===== config.mk =====
export PLATFORM = sky130hd
export DESIGN_NAME = session_timeout_table
export DESIGN_NICKNAME = d
export VERILOG_FILES = /design/src/sv/stt_pkg.sv /design/src/sv/session_timeout_table.sv
export SDC_FILE = /design/constraint.sdc
export NUM_CORES = 2
export LEC_CHECK = 0
export BUFFER_PORTS_ARGS = -buffer_cell sky130_fd_sc_hd__buf_4
export CAP_MARGIN = 20
export CORE_UTILIZATION = 57
export DETAILED_ROUTE_END_ITERATION = 10
export PLACE_DENSITY = 0.76
export SETUP_SLACK_MARGIN = 0.05
export SYNTH_ARGS = -nofsm -noshare
export SYNTH_HDL_FRONTEND = slang
export SYNTH_SLANG_ARGS = --single-unit

===== constraint.sdc =====
create_clock -name clk -period 8.7 [get_ports clk]
set_clock_uncertainty 0.05 [all_clocks]
set_input_delay 1.305 -clock clk [delete_from_list [all_inputs] [get_ports clk]]
set_output_delay 1.305 -clock clk [all_outputs]
set_load 0.1 [all_outputs]

===== src/sv/stt_pkg.sv =====
// ---------------------------------------------------------------------------
// Session timeout table: package
// Opcodes, status codes, controller states, beat payload types and the timeout reset value.
// ---------------------------------------------------------------------------
package stt_pkg;

  typedef enum logic [1:0] {
    OP_CREATE  = 2'd0,
    OP_QUERY   = 2'd1,
    OP_REFRESH = 2'd2,
    OP_END     = 2'd3
  } op_t;

  typedef enum logic [1:0] {
    STAT_OK      = 2'd0,
    STAT_FULL    = 2'd1,
    STAT_MISSING = 2'd2
  } status_t;

  typedef enum logic [2:0] {
    S_IDLE,
    S_SEARCH,
    S_ACT,
    S_SHIFT,
    S_FIN
  } state_t;

  typedef struct packed {
    op_t         opcode;
    logic [63:0] user_key;
    logic [31:0] now;
  } in_item_t;

  typedef struct packed {
    logic    active;
    status_t status;
  } out_item_t;

  localparam logic [31:0] TIMEOUT_RESET = 32'd300;

endpackage


===== src/sv/session_timeout_table.sv =====
// ---------------------------------------------------------------------------
// Session timeout table
// Bounded session list in one synchronous RAM, oldest entry at address 0,
// newest at address count-1. Lookups scan from the newest entry down; an end
// closes the gap by moving the newer entries down one address at a time.
// ---------------------------------------------------------------------------
//  channel | signals                    | beat
//  --------+----------------------------+-------------------------------
//  in      | in_valid/in_ready/in_data  | opcode, user_key, now
//  out     | out_valid/out_ready/out_data | active, status
//  cfg     | cfg_valid/cfg_ready/cfg_data | timeout (always ready)
//
//  Create, and any item on an empty table, goes from accept straight to the
//  result state. Query and refresh scan from the newest entry down to the
//  match; a miss scans the whole table. End then compacts the entries newer
//  than the match, one RAM read and one write per cycle.
//  One item at a time. Reset empties the table at once (fill count) and sets
//  timeout to 300. A result waiting on out_ready does not hold back the next
//  input beat.
// ---------------------------------------------------------------------------
module session_timeout_table #(
  parameter int NUM_ENTRIES = 16
) (
  input  logic                clk,
  input  logic                rst,
  input  logic                in_valid,
  output logic                in_ready,
  input  stt_pkg::in_item_t   in_data,
  output logic                out_valid,
  input  logic                out_ready,
  output stt_pkg::out_item_t  out_data,
  input  logic                cfg_valid,
  output logic                cfg_ready,
  input  logic [31:0]         cfg_data
);

  localparam int AW = (NUM_ENTRIES > 1) ? $clog2(NUM_ENTRIES) : 1;
  localparam int CW = $clog2(NUM_ENTRIES + 1);

  typedef struct packed {
    logic [63:0] key;
    logic [31:0] stamp;
  } entry_t;

  entry_t             mem [NUM_ENTRIES];
  entry_t             rd_data;

  stt_pkg::state_t    state;
  stt_pkg::state_t    state_next;
  stt_pkg::in_item_t  item;
  logic [CW-1:0]      count;
  logic [CW-1:0]      count_dec;
  logic [CW-1:0]      src;
  logic               rd_pending;
  logic [AW-1:0]      rd_idx;
  logic [AW-1:0]      hit_idx;
  logic [31:0]        hit_stamp;
  logic               res_active;
  stt_pkg::status_t   res_status;
  logic [31:0]        timeout;

  logic               accept;
  logic               full;
  logic               hit;
  logic               scan_end;
  logic               more;
  logic               load_out;
  logic [31:0]        age;
  logic               mem_re;
  logic [AW-1:0]      mem_ra;
  logic               mem_we;
  logic [AW-1:0]      mem_wa;
  entry_t             mem_wd;

  assign accept    = in_valid && in_ready;
  assign full      = (count == CW'(NUM_ENTRIES));
  assign count_dec = count - CW'(1);
  assign hit       = rd_pending && (rd_data.key == item.user_key);
  assign scan_end  = rd_pending && (rd_idx == '0);
  assign more      = (src < count);
  assign age       = item.now - hit_stamp;
  assign cfg_ready = 1'b1;

  // Next state
  always_comb begin
    state_next = state;
    case (state)
      stt_pkg::S_IDLE: begin
        if (in_valid) begin
          if (in_data.opcode == stt_pkg::OP_CREATE || count == '0) begin
            state_next = stt_pkg::S_FIN;
          end else begin
            state_next = stt_pkg::S_SEARCH;
          end
        end
      end
      stt_pkg::S_SEARCH: begin
        if (hit) begin
          state_next = stt_pkg::S_ACT;
        end else if (scan_end) begin
          state_next = stt_pkg::S_FIN;
        end
      end
      stt_pkg::S_ACT: begin
        if (item.opcode == stt_pkg::OP_END) begin
          state_next = stt_pkg::S_SHIFT;
        end else begin
          state_next = stt_pkg::S_FIN;
        end
      end
      stt_pkg::S_SHIFT: begin
        if (!more && !rd_pending) begin
          state_next = stt_pkg::S_FIN;
        end
      end
      stt_pkg::S_FIN: begin
        if (!out_valid || out_ready) begin
          state_next = stt_pkg::S_IDLE;
        end
      end
      default: state_next = stt_pkg::S_IDLE;
    endcase
  end

  // Handshake and RAM port control
  always_comb begin
    in_ready = 1'b0;
    load_out = 1'b0;
    mem_re   = 1'b0;
    mem_ra   = '0;
    mem_we   = 1'b0;
    mem_wa   = '0;
    mem_wd   = '0;
    case (state)
      stt_pkg::S_IDLE: begin
        in_ready = 1'b1;
        // append a created session above the newest
        mem_we   = in_valid && (in_data.opcode == stt_pkg::OP_CREATE) && !full;
        mem_wa   = count[AW-1:0];
        mem_wd   = '{key: in_data.user_key, stamp: in_data.now};
      end
      stt_pkg::S_SEARCH: begin
        mem_re = !hit && !scan_end;
        mem_ra = rd_pending ? (rd_idx - AW'(1)) : count_dec[AW-1:0];
      end
      stt_pkg::S_ACT: begin
        mem_we = (item.opcode == stt_pkg::OP_REFRESH);
        mem_wa = hit_idx;
        mem_wd = '{key: item.user_key, stamp: item.now};
      end
      stt_pkg::S_SHIFT: begin
        // read the next newer entry, write the previous one a slot lower
        mem_re = more;
        mem_ra = src[AW-1:0];
        mem_we = rd_pending;
        mem_wa = rd_idx;
        mem_wd = rd_data;
      end
      stt_pkg::S_FIN: begin
        load_out = !out_valid || out_ready;
      end
      default: begin
        in_ready = 1'b0;
      end
    endcase
  end

  always_ff @(posedge clk) begin
    if (mem_we) begin
      mem[mem_wa] <= mem_wd;
    end
    if (mem_re) begin
      rd_data <= mem[mem_ra];
    end
  end

  always_ff @(posedge clk) begin
    if (rst) begin
      state      <= stt_pkg::S_IDLE;
      count      <= '0;
      rd_pending <= 1'b0;
    end else begin
      state <= state_next;
      case (state)
        stt_pkg::S_IDLE: begin
          if (accept) begin
            rd_pending <= 1'b0;
            if (in_data.opcode == stt_pkg::OP_CREATE && !full) begin
              count <= count + CW'(1);
            end
          end
        end
        stt_pkg::S_SEARCH: begin
          if (!hit && !scan_end) begin
            rd_pending <= 1'b1;
            rd_idx     <= mem_ra;
          end
        end
        stt_pkg::S_ACT: begin
          rd_pending <= 1'b0;
        end
        stt_pkg::S_SHIFT: begin
          rd_pending <= more;
          if (more) begin
            rd_idx <= src[AW-1:0] - AW'(1);
          end
          if (!more && !rd_pending) begin
            count <= count_dec;
          end
        end
        default: begin
          rd_pending <= rd_pending;
        end
      endcase
    end
  end

  // Item payload, match and result registers
  always_ff @(posedge clk) begin
    case (state)
      stt_pkg::S_IDLE: begin
        if (accept) begin
          item       <= in_data;
          res_active <= 1'b0;
          if (in_data.opcode == stt_pkg::OP_CREATE) begin
            res_status <= full ? stt_pkg::STAT_FULL : stt_pkg::STAT_OK;
          end else begin
            res_status <= (count == '0) ? stt_pkg::STAT_MISSING : stt_pkg::STAT_OK;
          end
        end
      end
      stt_pkg::S_SEARCH: begin
        if (hit) begin
          hit_idx   <= rd_idx;
          hit_stamp <= rd_data.stamp;
        end else if (scan_end) begin
          res_status <= stt_pkg::STAT_MISSING;
        end
      end
      stt_pkg::S_ACT: begin
        if (item.opcode == stt_pkg::OP_QUERY) begin
          res_active <= (age < timeout);
        end
        src <= CW'(hit_idx) + CW'(1);
      end
      stt_pkg::S_SHIFT: begin
        if (more) begin
          src <= src + CW'(1);
        end
      end
      default: begin
        src <= src;
      end
    endcase
  end

  // Output register
  always_ff @(posedge clk) begin
    if (rst) begin
      out_valid <= 1'b0;
    end else if (load_out) begin
      out_valid <= 1'b1;
    end else if (out_ready) begin
      out_valid <= 1'b0;
    end
  end

  always_ff @(posedge clk) begin
    if (load_out) begin
      out_data <= '{active: res_active, status: res_status};
    end
  end

  always_ff @(posedge clk) begin
    if (rst) begin
      timeout <= stt_pkg::TIMEOUT_RESET;
    end else if (cfg_valid && cfg_ready) begin
      timeout <= cfg_data;
    end
  end

endmodule


# Yosys cells after proc, flatten, opt, wreduce, memory -nomap -nowiden
# Memory sizes are Yosys's and may differ from the RTL's. A register that Yosys moved wholly into a read port is not among the register bits.
# Index checks and enable logic that the tools add are counted.
# word_totals
elab_cells	124
ramBits	1536
output_inout_bits	6
memories	1
inputBits	135
regBits	191
# memory_table
memory	depth	word_bits	rd	rd_ports_with_merged_regs	wr	line_no	source
mem	16	96	1	1	1	session_timeout_table.sv:45	entry_t mem [NUM_ENTRIES];
# op_classes
n_bitwise	1
eq_ne	20
reduce_logical	36
muxes	41
magnitude_cmp	2
n_addsub	7
# op_table
operator	count
$pmux W96 S3	1
$eq A64 B64 Y1	1
$lt A32 B32 Y1	1
$sub A32 B32 Y32	1
$mux W3	7
$mux W5	4
$ne A2 B2 Y1 const B	10
$pmux W5 S2	2
$pmux W4 S2	2
$reduce_and A4 Y1	4
$pmux W3 S5	1
$mux W4	3
$pmux W4 S3	1
$reduce_bool A2 Y1	6
$add A5 B1 Y5 const B	2
$mux W1	10
$mux W2	5
$logic_and A1 B1 Y1	8
$sub A4 B1 Y4 const B	2
$eq A3 B2 Y1 const B	2
$logic_not A1 Y1	6
$reduce_and A2 Y1	3
$reduce_and A3 Y1	2
$add A4 B1 Y5 const B	1
other kinds (19)	22

# Depth between registers and ports, before layout
# logic_depth
depth_word	6
mapped_depth	21

# Worst setup path before layout
# OpenSTA, ideal clock, no wires.
# synth_timing
path_kind	reg-to-reg
startpoint	reg state[1]
endpoint	mem mem[3][0] (netlist name), enable pin
setup_slack_ns	-1.911
required_time_ns	8.098
path_buffers	1
stages_incl_launch_ff	9
t_arrival_ns	10.009
path_cell_list	dfxtp_1 > buf_4 > nor3_1 > and2_1 > and3_1 > nor2_1 > nor3_1 > nand2_1 > nor2_1
# synth_via
elab_chain_len	4
# synth_lines
element	line_no	source
start: declaration	session_timeout_table.sv:48	stt_pkg::state_t state;
start signal: assignment	session_timeout_table.sv:179	state <= stt_pkg::S_IDLE;
start signal: assignment	session_timeout_table.sv:183	state <= state_next;
$eq A3 B2 Y1 or $logic_not A3 Y1 (tied branches)	session_timeout_table.sv:134	case (state)
$pmux W1 S3	session_timeout_table.sv:134	
$mux W1	session_timeout_table.sv:169	if (mem_we) begin
$mux W1 (not written as such)	session_timeout_table.sv:170	mem[mem_wa] <= mem_wd;
end: declaration	session_timeout_table.sv:45	
# Several ways; a longest one is shown, not always the timed one.

# Worst setup path after layout
# layout_timing
startpoint	reg state[1]
endpoint	mem mem[7][18] (netlist name), enable pin
# Same word-level chain as after synthesis.

==> run_results.csv <==
group,metric,value,unit
routing,wirelength,190000,um
floorplan,die_y,366,um
yosys,ys.flop_type,"edfxtp_1",
placement,port-buffer-count,139,
placement,dpl.hpwl,98900,um
yosys,yosys_register_bits,1823,
timing,hold_viol,0,
power_and_ir_drop,power_leakage,27.2,nW
layout,multiInputGateArea,19500,um^2
critical_path,r2r_cells,8,
routing,wl_met1,74800,um
timing,fmax,196,MHz
timing,min_period_over_period,58.7,%
global_route,grt_pass1_vias,45500,
yosys,async_reset_ff_share,0,%
job,drv_cap,0,
placement,gp_congestion,0.861,
critical_path,required,9070,ps
global_route,grt_max_degree,221,
cts,clk_pin_slew,60,ps
layout,final_nets,5743,
timing,slew_viol_final,0,
global_route,grt_pass1_wl,282000,um
yosys,avgSynthCellArea,13.7,um^2
critical_path,worst-path-max-fanout,55,
hold_path,holdPathEnd,"out_data[0]",
critical_path,r2r_start,"state[1]",
hold_path,hold_class,"reg2reg",
run_status,outcome,"finished clean",
floorplan,fp.coreArea,132000,um^2
routing,drc_errors,0,
cts,post_cts_buffers,0,
layout,stdcell_area,84000,um^2
cts,cts_buffers,179,
routing,drtPass1Iterations,6,
routing,num_vias,47600,
cts,h-tree-depth,4,
routing,drt_iter0_markers,5611,
placement,placed_cell_area,78200,um^2
routing,detail_route.vias_per_cell,6.40,
critical_path,critPathCaptureType,"flop",
floorplan,ios,141,
global_route,antenna_found_initial,2,
timing,setup_violations,0,
layout,final_layout_size_suffix_gt1_share,8.82,%
cts,post_cts_resized,0,
layout,diodes,0,
floorplan,start_util,57.5,%
power_and_ir_drop,vdd_drop_max,0.182,mV
power_and_ir_drop,power_density,226,nW/um^2
cts,clock_path_buffers,3,
hold_path,hold_depth,0,
yosys,synthTopCellsByArea,"edfxtp_1, a211oi_1, nand2_1, and2_1, a21oi_1",
critical_path,crit_arrival,5480,ps
timing,worst_slew_pin_slew,1210,ps
critical_path,r2r_slack,3600,ps
cts,cts_tree,"built",
timing,rsz0062_at_grt,"no",
yosys,syn_nets,5716,
routing,wl_per_cell,25.5,um
cts,holdBufCountCts,0,
yosys,synth_most_common_cell,"edfxtp_1",
critical_path,cp-start-kind,"flop",
yosys,seq_area_frac_synth,71.8,%
routing,ant_nets,0,
yosys,synth.largest_area_cell,"edfxtp_1",
yosys,synth-edff-count,1781,
layout,seqCellArea,54300,um^2
cts,clock_latency,850,ps
floorplan,die_width,366,um
floorplan,dieArea,134000,um^2
yosys,synth.top_cell.area_share,70.7,%
floorplan,rows,133,
routing,wl_met2,88700,um
timing,hold_slack,370,ps
critical_path,regToRegEndpoint,"mem[7][18]",
layout,fillCellCount,9090,
hold_path,min-delay-start,"res_status[0]",
global_route,grt-ovfl-total,0,
timing,finalCriticalPeriod,5100,ps
critical_path,startpoint,"state[1]",
cts,clock_sinks,1823,
critical_path,crit_type,"reg2reg",
yosys,synth_top_cells_by_count,"edfxtp_1, nand2_1, a211oi_1",
yosys,netlist_instances,5509,
timing,relSlewSlack,19.1,%
layout,syn_to_final_growth,11.1,%
yosys,synth.distinct_cells,67,
yosys,synth.cell_area,75600,um^2
yosys,ys_warn_count,0,
global_route,track_usage,27.9,%
routing,top_layer,"met5",
cts,clock-root-buffer,"clkbuf_16",
routing,dr_wl_met3,20400,um
-- final cells by class --
| class | count | share of cell area, % |
|---|---|---|
| inverter | 94 | 0.426 |
| clock buffer | 230 | 5.57 |
| multi-input combinational | 3214 | 23.2 |
| clock inverter | 94 | 1.17 |
| timing repair buffer | 224 | 2.36 |
| sequential | 1823 | 64.7 |
| tap | 1755 | 2.61 |
-- state kept, by name, indices dropped and copies added, names as in the netlist, 5 cells and up --
signal / flops
hit_stamp: 32
count: 5
rd_data: 96
mem: 1536
item: 98
src: 5
timeout: 32
-- metrics by stage --
step	setup slack (ps)	power, W	TNS (ps)	cells	util [%]
floorplan	-332	0.0112	-396000	5509	-
finish	3600	0.0190	0	7434	63.8
CTS	3570	0.0190	0	7417	63.7
detailed placement	3230	0.0117	0	7093	59.4
global placement	3210	0.0116	0	7090	59.4
global route	3330	0.0195	0	7434	63.8
-- per-layer routing --
layer,vias up,global-route usage (%)
met5,-,0
met3,329,5.43
met4,2,9.13
met2,2688,43.6
li1,20900,-
met1,23600,39.6
-- how the worst max path moves through the flow --
stage                       endpoint  slack, ps  cells after the start
after floorplan            mem[7][0]       -330                      8
after global placement    mem[7][20]       3210                      8
after detailed placement  mem[7][95]       3230                      8
after CTS                 mem[7][19]       3570                      8
after global routing      mem[7][18]       3330                      8
final                     mem[7][18]       3600                      8
-- where the power goes --
part | leakage, nW | internal [W] | total [W] | switching [W]
registers | 16.5 | 0.00999 | 0.0101 | 0.0000755
clock network | 2.72 | 0.00412 | 0.00746 | 0.00334
logic | 7.93 | 0.000436 | 0.00150 | 0.00106
total | 27.2 | 0.0145 | 0.0190 | 0.00448
-- worst max-delay path: stages, from the launching register on --
cell	delay [ps]
dfxtp_4	550
nor3_1	360
and2_4	880
and3_1	360
nor2_1	120
nor3_1	310
nand2_1	270
nor2_4	880
buf_4	790
-- cell usage in the layout (no fill, tap or decap), types with 25 or more instances in the layout --
cell type     n
edfxtp_1   1781
nand2_1     812
a211oi_1    485
a21oi_1     338
and2_1      292
nor2_1      269
buf_4       196
a31oi_1     193
a311oi_1    192
clkbuf_16   179
mux2i_1     131
and2_0       95
inv_1        92
ha_1         71
xnor2_1      66
clkbuf_1     50
dfxtp_1      39
clkinv_1     38
o21ai_0      30
xor2_1       29
clkinv_2     25
-- cells by family (layout without fill, tap and decap cells) --
family	after synthesis	count (layout)	share of synthesized area, %
xor gates and xnor gates	95	95	1.10
muxes	131	131	1.73
buffers and inverters	472	642	2.64
adders and majority gates	72	72	1.20
and+or+nand+nor	1589	1589	9.52
DFF	1823	1823	71.8
AOI/OAI and AO/OA	1326	1326	12.0
other	1	1	0.00496
Power figures use the tool's default switching activity.
